--- src/design/dq_pkg.sv ---
// Shared types, constants and codes for the circular deque.
// Depends on nothing; the controller, datapath, top level and checker import it.
package dq_pkg;

  // Built ring depth and derived widths.
  localparam int DEPTH = 16;
  localparam int PTR_W = (DEPTH > 1) ? $clog2(DEPTH) : 1;
  localparam int CNT_W = $clog2(DEPTH + 1);
  localparam int CAP_W = 5;
  localparam int CMP_W = (CAP_W > CNT_W) ? CAP_W : CNT_W;
  localparam int WORD_W = 32;
  localparam logic [CAP_W-1:0] CAP_RESET = CAP_W'(16);

  // Operation codes of an input beat.
  typedef enum logic [2:0] {
    KIND_PUSH_FRONT = 3'd0,
    KIND_PUSH_REAR  = 3'd1,
    KIND_POP_FRONT  = 3'd2,
    KIND_POP_REAR   = 3'd3,
    KIND_QUERY      = 3'd4
  } kind_e;

  // Controller states.
  typedef enum logic [1:0] {
    ST_IDLE,
    ST_READ,
    ST_LOAD
  } state_e;

  typedef struct packed {
    logic [2:0]               kind;
    logic signed [WORD_W-1:0] data_value;
  } in_item_t;

  typedef struct packed {
    logic                     ok;
    logic signed [WORD_W-1:0] front_value;
    logic signed [WORD_W-1:0] rear_value;
    logic [4:0]               item_count;
    logic                     is_empty;
    logic                     is_full;
  } out_item_t;

  // Controller to datapath.
  typedef struct packed {
    logic exec;
    logic load;
    logic cfg_wr;
  } dq_cmd_t;

  // Datapath to controller.
  typedef struct packed {
    logic out_busy;
  } dq_status_t;

endpackage

--- src/design/dq_ram.sv ---
// Generic single-write, dual-read RAM with registered read data.
// Depends on nothing.
module dq_ram #(
  parameter int WIDTH = 32,
  parameter int DEPTH = 16
) (
  input  logic                                       clk_i,
  input  logic                                       we_i,
  input  logic [((DEPTH > 1) ? $clog2(DEPTH) : 1)-1:0] waddr_i,
  input  logic [WIDTH-1:0]                           wdata_i,
  input  logic [((DEPTH > 1) ? $clog2(DEPTH) : 1)-1:0] raddr_a_i,
  input  logic [((DEPTH > 1) ? $clog2(DEPTH) : 1)-1:0] raddr_b_i,
  output logic [WIDTH-1:0]                           rdata_a_o,
  output logic [WIDTH-1:0]                           rdata_b_o
);

  logic [WIDTH-1:0] mem_q [DEPTH];

  // One write port, two registered read ports.
  always_ff @(posedge clk_i) begin
    if (we_i) begin
      mem_q[waddr_i] <= wdata_i;
    end
    rdata_a_o <= mem_q[raddr_a_i];
    rdata_b_o <= mem_q[raddr_b_i];
  end

endmodule

--- src/design/dq_ctrl.sv ---
// Controller state machine for the circular deque.
// Depends on dq_pkg for the state type and the command and status structs.
module dq_ctrl (
  input  logic               clk_i,
  input  logic               rst_ni,
  input  logic               in_valid_i,
  input  logic               cfg_valid_i,
  input  logic               out_ready_i,
  input  dq_pkg::dq_status_t status_i,
  output logic               in_ready_o,
  output logic               cfg_ready_o,
  output dq_pkg::dq_cmd_t    cmd_o
);
  import dq_pkg::*;

  state_e state_q, state_d;
  logic   can_load;

  // The output register can take a result when empty or being drained.
  assign can_load = !status_i.out_busy || out_ready_i;

  always_ff @(posedge clk_i or negedge rst_ni) begin
    if (!rst_ni) begin
      state_q <= ST_IDLE;
    end else begin
      state_q <= state_d;
    end
  end

  // Next state.
  always_comb begin
    state_d = state_q;
    case (state_q)
      ST_IDLE: begin
        if (in_valid_i && !cfg_valid_i) state_d = ST_READ;
      end
      ST_READ: state_d = ST_LOAD;
      ST_LOAD: begin
        if (can_load) state_d = ST_IDLE;
      end
      default: state_d = ST_IDLE;
    endcase
  end

  // Outputs. A configuration beat wins over an input beat in the same cycle.
  always_comb begin
    in_ready_o  = 1'b0;
    cfg_ready_o = 1'b0;
    cmd_o       = '0;
    case (state_q)
      ST_IDLE: begin
        cfg_ready_o  = 1'b1;
        in_ready_o   = !cfg_valid_i;
        cmd_o.exec   = in_valid_i && !cfg_valid_i;
        cmd_o.cfg_wr = cfg_valid_i;
      end
      ST_READ: begin
      end
      ST_LOAD: cmd_o.load = can_load;
      default: begin
      end
    endcase
  end

endmodule

--- src/design/dq_datapath.sv ---
// Datapath of the circular deque: pointers, count, capacity, slot RAM, result.
// Depends on dq_pkg and dq_ram.
module dq_datapath (
  input  logic                   clk_i,
  input  logic                   rst_ni,
  input  dq_pkg::dq_cmd_t        cmd_i,
  input  dq_pkg::in_item_t       in_data_i,
  input  logic [dq_pkg::CAP_W-1:0] cfg_data_i,
  input  logic                   out_ready_i,
  output dq_pkg::dq_status_t     status_o,
  output logic                   out_valid_o,
  output dq_pkg::out_item_t      out_data_o
);
  import dq_pkg::*;

  logic [PTR_W-1:0] front_q, front_d, rear_q, rear_d;
  logic [CNT_W-1:0] count_q, count_d;
  logic [CAP_W-1:0] cap_q;
  logic             ok_q, ok_d;
  logic             out_valid_q;
  out_item_t        out_q;

  logic [CMP_W-1:0] cap_ext;
  logic [CNT_W-1:0] eff_cap;
  logic [PTR_W-1:0] front_inc, front_dec, rear_inc, rear_dec;
  logic             we;
  logic [PTR_W-1:0] waddr;
  logic [WORD_W-1:0] rd_front, rd_rear;

  // Effective capacity: zero reads as one, above the depth as the depth.
  assign cap_ext = CMP_W'(cap_q);
  always_comb begin
    if (cap_q == '0) begin
      eff_cap = CNT_W'(1);
    end else if (cap_ext > CMP_W'(DEPTH)) begin
      eff_cap = CNT_W'(DEPTH);
    end else begin
      eff_cap = CNT_W'(cap_ext);
    end
  end

  // Pointer steps that wrap at the effective capacity.
  always_comb begin
    front_inc = ((CNT_W'(front_q) + CNT_W'(1)) >= eff_cap) ? '0 : front_q + PTR_W'(1);
    rear_inc  = ((CNT_W'(rear_q) + CNT_W'(1)) >= eff_cap) ? '0 : rear_q + PTR_W'(1);
    front_dec = (front_q == '0 || CNT_W'(front_q) >= eff_cap) ?
                PTR_W'(eff_cap - CNT_W'(1)) : front_q - PTR_W'(1);
    rear_dec  = (rear_q == '0 || CNT_W'(rear_q) >= eff_cap) ?
                PTR_W'(eff_cap - CNT_W'(1)) : rear_q - PTR_W'(1);
  end

  // Operation decode. A failed or unknown operation keeps the state.
  always_comb begin
    front_d = front_q;
    rear_d  = rear_q;
    count_d = count_q;
    ok_d    = 1'b0;
    we      = 1'b0;
    waddr   = '0;
    case (in_data_i.kind)
      KIND_PUSH_FRONT, KIND_PUSH_REAR: begin
        if (count_q < eff_cap) begin
          ok_d    = 1'b1;
          we      = cmd_i.exec;
          count_d = count_q + CNT_W'(1);
          if (count_q == '0) begin
            front_d = '0;
            rear_d  = '0;
          end else if (in_data_i.kind == KIND_PUSH_FRONT) begin
            front_d = front_dec;
            waddr   = front_dec;
          end else begin
            rear_d = rear_inc;
            waddr  = rear_inc;
          end
        end
      end
      KIND_POP_FRONT, KIND_POP_REAR: begin
        if (count_q != '0) begin
          ok_d    = 1'b1;
          count_d = count_q - CNT_W'(1);
          if (in_data_i.kind == KIND_POP_FRONT) begin
            front_d = front_inc;
          end else begin
            rear_d = rear_dec;
          end
          if (count_q == CNT_W'(1)) begin
            front_d = '0;
            rear_d  = '0;
          end
        end
      end
      KIND_QUERY: ok_d = 1'b1;
      default: ok_d = 1'b0;
    endcase
  end

  // Queue state registers; a capacity write empties the queue.
  always_ff @(posedge clk_i or negedge rst_ni) begin
    if (!rst_ni) begin
      front_q <= '0;
      rear_q  <= '0;
      count_q <= '0;
      cap_q   <= CAP_RESET;
      ok_q    <= 1'b0;
    end else if (cmd_i.cfg_wr) begin
      front_q <= '0;
      rear_q  <= '0;
      count_q <= '0;
      cap_q   <= cfg_data_i;
    end else if (cmd_i.exec) begin
      front_q <= front_d;
      rear_q  <= rear_d;
      count_q <= count_d;
      ok_q    <= ok_d;
    end
  end

  // Slot storage, read at the current front and rear pointers.
  dq_ram #(
    .WIDTH(WORD_W),
    .DEPTH(DEPTH)
  ) u_ram (
    .clk_i    (clk_i),
    .we_i     (we),
    .waddr_i  (waddr),
    .wdata_i  (in_data_i.data_value),
    .raddr_a_i(front_q),
    .raddr_b_i(rear_q),
    .rdata_a_o(rd_front),
    .rdata_b_o(rd_rear)
  );

  // Output valid flag.
  always_ff @(posedge clk_i or negedge rst_ni) begin
    if (!rst_ni) begin
      out_valid_q <= 1'b0;
    end else if (cmd_i.load) begin
      out_valid_q <= 1'b1;
    end else if (out_ready_i) begin
      out_valid_q <= 1'b0;
    end
  end

  // Result register; an empty queue reports minus one at both ends.
  always_ff @(posedge clk_i) begin
    if (cmd_i.load) begin
      out_q.ok          <= ok_q;
      out_q.front_value <= (count_q == '0) ? '1 : rd_front;
      out_q.rear_value  <= (count_q == '0) ? '1 : rd_rear;
      out_q.item_count  <= 5'(count_q);
      out_q.is_empty    <= (count_q == '0);
      out_q.is_full     <= (count_q == eff_cap);
    end
  end

  assign out_valid_o       = out_valid_q;
  assign out_data_o        = out_q;
  assign status_o.out_busy = out_valid_q;

endmodule

--- src/design/circular_deque.sv ---
// Top level of the circular deque: joins the controller and the datapath.
// Depends on dq_pkg, dq_ctrl and dq_datapath.
//
//   Channel   Direction  Handshake              Beat
//   in        input      in_valid_i/in_ready_o   in_item_t (kind, data_value)
//   out       output     out_valid_o/out_ready_i out_item_t (ok, ends, count, flags)
//   cfg       input      cfg_valid_i/cfg_ready_o capacity, 5 bits
//
// From acceptance to its result in the output register an item passes these
// steps: update of pointers and slot write, registered RAM read, load.
// One item is in work at a time; the input is ready again once its result
// is loaded, so a held result does not stop the next item from entering.
// The load waits while the previous result has not been taken.
// Reset empties the queue and sets the capacity to 16; no clearing pass.
module circular_deque (
  input  logic                    clk_i,
  input  logic                    rst_ni,
  input  logic                    in_valid_i,
  output logic                    in_ready_o,
  input  dq_pkg::in_item_t        in_data_i,
  output logic                    out_valid_o,
  input  logic                    out_ready_i,
  output dq_pkg::out_item_t       out_data_o,
  input  logic                    cfg_valid_i,
  output logic                    cfg_ready_o,
  input  logic [dq_pkg::CAP_W-1:0] cfg_data_i
);
  import dq_pkg::*;

  dq_cmd_t    cmd;
  dq_status_t status;

  dq_ctrl u_ctrl (
    .clk_i      (clk_i),
    .rst_ni     (rst_ni),
    .in_valid_i (in_valid_i),
    .cfg_valid_i(cfg_valid_i),
    .out_ready_i(out_ready_i),
    .status_i   (status),
    .in_ready_o (in_ready_o),
    .cfg_ready_o(cfg_ready_o),
    .cmd_o      (cmd)
  );

  dq_datapath u_dp (
    .clk_i      (clk_i),
    .rst_ni     (rst_ni),
    .cmd_i      (cmd),
    .in_data_i  (in_data_i),
    .cfg_data_i (cfg_data_i),
    .out_ready_i(out_ready_i),
    .status_o   (status),
    .out_valid_o(out_valid_o),
    .out_data_o (out_data_o)
  );

endmodule

--- config.mk ---
export PLATFORM = sky130hd
export DESIGN_NAME = circular_deque
export DESIGN_NICKNAME = d
export VERILOG_FILES = /design/src/design/dq_pkg.sv /design/src/design/dq_ram.sv /design/src/design/dq_ctrl.sv /design/src/design/dq_datapath.sv /design/src/design/circular_deque.sv
export SDC_FILE = /design/constraint.sdc
export NUM_CORES = 1
export LEC_CHECK = 0
export CORE_MARGIN = 5
export CORE_UTILIZATION = 55
export CTS_BUF_LIST = sky130_fd_sc_hd__clkbuf_16
export CTS_CLUSTER_DIAMETER = 120
export DETAILED_ROUTE_END_ITERATION = 10
export DONT_BUFFER_PORTS = 1
export PLACE_DENSITY = 0.72
export SLEW_MARGIN = 20
export SYNTH_ARGS = -nofsm -noshare
export SYNTH_HDL_FRONTEND = slang
export SYNTH_HIERARCHICAL = 1
export SYNTH_SLANG_ARGS = --single-unit
--- constraint.sdc ---
create_clock -name clk_i -period 6.7 [get_ports clk_i]
set_input_delay 0.67 -clock clk_i [delete_from_list [all_inputs] [get_ports clk_i]]
set_output_delay 0.67 -clock clk_i [all_outputs]
set_load 0.02 [all_outputs]
Yosys cells after proc, flatten, opt, wreduce, memory -nomap -nowiden
Memory sizes are Yosys's and may differ from the RTL's. A register that Yosys moved wholly into a read port is not among the register bits. Cells that the tools add are included.

Bits in writable memories: 512. Memories: 1. Output and inout port bits: 75. Register bits: 94. Input port bits: 45. Logic and storage cells: 119.

Memories: u_dp.u_ram.mem_q (words 16, bits a word 32, rd ports 2, clocked after Yosys merged registers in 2, wr ports 1, RTL line dq_ram.sv:17) `logic [WIDTH-1:0] mem_q [DEPTH];`.

Magnitude comparators: 6. Reduce and logical (&&, ||, !) cells: 23. Add/subtract/negate cells: 9. Muxes and demuxes: 50. Bitwise logic cells: 1. Equal/unequal tests: 16.

Operator list (count): two-way mux 4 bit (24); two-way mux 5 bit (6); one-hot mux 4 bit (2 select lines) (2); two-way mux 1 bit (13); AND reduction 6 bit (2); subtractor 4 x 1 -> 4 bit, second input constant (3); adder 4 x 1 -> 5 bit, second input constant (2); greater-or-equal comparator 4 x 5 -> 1 bit (2); greater-or-equal comparator 5 bit (2); logical NOT 5 bit (2); one-hot mux 5 bit (2 select lines) (1); adder 4 x 1 -> 4 bit, second input constant (2); logical NOT 4 bit (2); inequality test 4 x 2 -> 1 bit, second input constant (2); equality test 3 x 2 -> 1 bit, second input constant (2); inequality test 3 x 2 -> 1 bit, second input constant (2); one-hot mux 2 bit (3 select lines) (1); adder 5 x 1 -> 5 bit, second input constant (1); equality test 5 x 1 -> 1 bit, second input constant (1); equality test 5 bit (1); > comparator 5 bit, second input constant (1); less-than comparator 5 bit (1); nonzero test 5 bit (1); subtractor 5 x 1 -> 5 bit, second input constant (1); other kinds (20) (28).

Depth between registers and ports, before layout
Depth in word-level cells: 12. Depth in mapped cells: 12. Depth with buffers taken out: 11.

Hierarchy
Netlist, hierarchy kept.

Modules (own cells, without submodules): dq_ram (instances 1, cells an instance 1141, area each 24203.2 um^2); dq_datapath (instances 1, cells an instance 392, area each 4714.5 um^2); dq_ctrl (instances 1, cells an instance 11, area each 113.9 um^2).

Worst setup path before layout
No wires, ideal clock.

Kind: reg2reg. Start point: register u_dp.out_valid_q (netlist: u_dp/out_valid_o). End point: register u_dp.out_q (netlist bit u_dp/out_data_o[0]), enable pin. Required time: 6092 ps. Library setup time: 608 ps. Path slack: 63 ps. Cell stages (with the launch flop): 4. Arrival time: 6029 ps. Period minus slack after synthesis: 6637 ps. Cells stage by stage: dfrtp_1 > buf_4 > nor2b_1 > nor3b_1.

RTL lines: start, declared (RTL line dq_datapath.sv:20) `logic out_valid_q;`; start signal, assigned (RTL line dq_datapath.sv:137) `out_valid_q <= 1'b0;`; start signal, assigned (RTL line dq_datapath.sv:139) `out_valid_q <= 1'b1;`; start signal, assigned (RTL line dq_datapath.sv:141) `out_valid_q <= 1'b0;`; end, declared (RTL line dq_datapath.sv:21) `out_item_t out_q;`.

Worst setup path in the final report
Start point: register u_dp.rear_q[1]. End point: memory u_dp.u_ram.mem_q[14][2], enable pin.

Cells in the longest elaborated chain, start to end: 7. Elaborated cells on any way between the ends: 8. Classes of those cells: add/sub: 2; order compare: 1; mux: 5.

Ends and longest elaborated chain: start, declared (RTL line dq_datapath.sv:16) `logic [PTR_W-1:0] front_q, front_d, rear_q, rear_d;`; start signal, assigned (RTL line dq_datapath.sv:113) `rear_q <= rear_d;`; adder 4 x 1 -> 5 bit (RTL line dq_datapath.sv:45) `rear_inc = ((CNT_W'(rear_q) + CNT_W'(1)) >= eff_cap) ? '0 : rear_q + PTR_W'(1);`; greater-or-equal comparator 5 bit (RTL line dq_datapath.sv:45); two-way mux 4 bit (*) (RTL line dq_datapath.sv:45); two-way mux 4 bit (*) (RTL line dq_datapath.sv:69) `end else if (in_data_i.kind == KIND_PUSH_FRONT) begin`; two-way mux 4 bit (*) (RTL line dq_datapath.sv:66) `if (count_q == '0) begin`; two-way mux 4 bit (*) (RTL line dq_datapath.sv:62) `if (count_q < eff_cap) begin`; two-way mux 4 bit (*) (RTL line dq_datapath.sv:60) `case (in_data_i.kind)`; named net u_dp.waddr[3] (RTL line dq_datapath.sv:27) `logic [PTR_W-1:0] waddr;`; end, declared (RTL line dq_ram.sv:17).

Mark *: on every way through the listed nets, which the timed path passes. The rest lies on a longest branch.

==> summary.md <==
| Metric | Value |
|---|---|
| Crit path DAT | 5440 ps |
| VDD IR max | 0.0001653 V |
| Max Freq | 194.3 MHz |
| Number of gates resized after CTS | 0 |
| Clk sinks | 670 |
| Slew @ Worst Pin | 1138 ps |
| Crit Path Max Fanout | 35 |
| Aggregate routed wire length | 68780 um |
| Unrepaired setup endpoints after global routing | no |
| Clk_lat worst skew | 600 ps |
| R2r startpoint | u_dp/rear_q[1] |
| Min-delay src | in_data_i[21] |
| Top-count cell post-synth | edfxtp_1 |
| Hpwl dp | 41460 um |
| DR DRC count | 0 |
| Final Hold Vio Count | 0 |
| Die W | 239.8 um |
| Yosys top cell area share | 0.6041 |
| Status | complete, no violations |
| Register area share after synthesis | 0.6672 |
| Combinational family with the most area after synthesis | multiplexers |
| Nets | 1632 |
| Adder-cell share of the synthesized area | 0.01422 |
| Syn Area/Cell | 18.80 um^2 |
| Post-synth EDFFs | 584 |
| # rows | 84 |
| Area leader, netlist | edfxtp_1 |
| CTS H-tree depth | 3 |
| Total CTS buffers | 68 |
| IO Count | 120 |
| Cells taking the most area after synthesis | edfxtp_1, mux4_2, dfxtp_1, a22oi_1, dfrtp_1 |
| Ys flop type | edfxtp_1 |
| Top cells by count, synth | edfxtp_1, mux4_2, a22oi_1 |
| CP Launch Type | register |
| Critical Path Sink Type | register |
| Aggregate global-route resource usage | 0.2426 |
| Area of the core | 52450 um^2 |
| Fin crit share | 0.7681 |
| Leakage power | 10.08 nW |
| Die Y | 239.8 um |
| Total power | 0.009979 W |
| Initial Util | 0.5536 |
| Vias in the first global route | 15980 |
| Ys async rst share | 0.03284 |
| Xor/xnor share of the synthesized area | 0.003922 |
| HP Class | in -> reg |
| Port bufs | 0 |
| Compound-Gate Fraction of Synth Area | 0.05068 |
| Die area | 57480 um^2 |
| Skew final | 21.18 ps |
| Grt total ovfl | 0 |
| GP Congestion | 0.8510 |
| Syn Nets | 1622 |
| Final slew viol count | 0 |
| Synth Register Bits | 670 |
| Routed WL per cell | 29.96 um |
| Clock transition at path regs | 60 ps |
| Synth Cell Area | 29030 um^2 |
| Initial antenna violation count | 0 |
| Yosys cell types | 62 |
| Multi-input gate area | 9256 um^2 |
| Global-route wire length before repair | 102900 um |
| Setup TNS | 0 ps |
| Max-Cap Viols | 0 |
| Worst path required time | 7000 ps |
| Mux contribution to synthesized area | 0.2019 |
| # fillers | 3582 |
| Clock buffer depth | 3 |
| DR vias | 15530 |
| Register Area | 19380 um^2 |
| Post-synthesis instance total | 1544 |
| TritonRoute pass-1 iters | 5 |
| Worst setup path startpoint | u_dp/rear_q[1] |
| Final setup violation count | 0 |
| Setup CP Type | reg -> reg |
| Vias per cell | 6.762 |
| Root buf cell | clkbuf_16 |
| Post-route ant nets | 0 |
| YS warnings | 6 |
| Area share of and/or/nand/nor cells after synthesis | 0.04254 |
| TritonCTS clock tree | built |
| DR iter-0 viols | 1896 |
| Area delta synth->final | 10.97% |
| Pin count of the biggest net entering global routing | 74 |
| Shortest period the worst path allows | 5147 ps |
| Power Dens Cells | 309.7 nW/um^2 |
| Max-Slew Margin vs Limit | 0.2396 |
| Share of cells above drive strength 1 | 0.3130 |
cell usage in the layout (no fill, tap or decap), types with 8 or more instances in the layout:
cell type and instances:
bufinv_16 8, xnor2_1 10, nor2_1 19, nor2_4 14
clkinv_1 15, clkinv_2 10, dfrtp_1 17, o21ai_0 14
mux4_2 256, or2_2 60, a21oi_1 20, nand2_1 87
dfxtp_1 64, ha_1 33, a22oi_1 132, clkbuf_16 72
buf_4 36, inv_1 25, edfxtp_1 584
worst paths after layout:
| path | depth (start not counted) | to | slack (ps) |
|---|---|---|---|
| max | 12 | u_dp/u_ram/mem_q[14][2] | 1550 |
| min | 0 | u_dp/u_ram/mem_q[4][21] | 160 |
| max reg2reg | 12 | u_dp/u_ram/mem_q[14][2] | 1550 |
| min reg2reg | 0 | u_dp/out_data_o[71] | 450 |
| max in group asynchronous | 2 | u_dp/cap_ext[4] | 5910 |
| min in group asynchronous | 2 | u_dp/rear_q[1] | 540 |
layout make-up:
class,instances,area share
Antenna cell,1,0.00007767
Tap cell,688,0.02672
Inverter,18,0.002097
Multi-Input combinational cell,754,0.2873
Timing Repair Buffer,42,0.01204
Clock inverter,51,0.01414
Clock buffer,72,0.05592
Sequential cell,670,0.6017
per-stage QoR:
stage	hold WS [ps]	cell area (um^2)	util	std cells	setup slack, ps
after floorplan	374.4	29030	-	1544	62.81
after global placement	375.2	29880	0.5697	2168	1746
after detailed placement	375.2	29900	0.5701	2169	1627
after CTS	128.9	32190	0.6137	2294	1594
after global routing	136.4	32210	0.6143	2295	1259
final	160.1	32220	0.6143	2296	1553
flip-flops by register name (all words and copies together), names as in the netlist, 2 cells and up:
signal and count:
u_dp/out_data_o 72, u_dp/u_ram/rdata_a_o 32, u_dp/u_ram/mem_q 512, u_dp/count_q 5, u_dp/u_ram/rdata_b_o 32, u_ctrl/state_q 2, u_dp/front_q 4, u_dp/cap_ext 5
u_dp/rear_q 4
kinds of logic (layout without fill, tap and decap cells):
group | count (synthesis) | in the layout
xor gates and xnor gates | 13 | 13
AOI/OAI and AO/OA | 200 | 200
muxes | 265 | 265
DFF | 670 | 670
other | 0 | 1
adders and majority gates | 33 | 33
buffers and inverters | 120 | 183
and+or+nand+nor | 243 | 243
worst max-delay path: stages (launching register included):
cell and delay [ps]:
dfrtp_4 770, ha_1 300, xor2_1 290, ha_1 300, a21o_1 180, a31oi_1 160, o21ai_0 200, nor2_1 250
a21oi_1 100, a311oi_1 680, nand3_1 480, nor2_4 770, buf_4 330
power by group:
| group | switching (W) | internal, W |
|---|---|---|
| clock | 0.00157 | 0.00225 |
| combinational | 0.000742 | 0.000608 |
| sequential | 0.0000922 | 0.00472 |
timing repair:
action / in CTS / in global routing
hold buffers: 2 / 0
hold endpoints to repair: 22 / 0
setup buffers: 0 / 0
per-layer routing:
metal | GRT usage | part of all wire | vias to the layer above
li1 | - | - | 6432
met1 | 0.3419 | 0.39 | 8198
met2 | 0.3748 | 0.48 | 812
met3 | 0.07864 | 0.11 | 84
met4 | 0.06208 | 0.018 | 0
met5 | 0 | 0 | -
No activity file was read; power rests on OpenSTA's default activity.
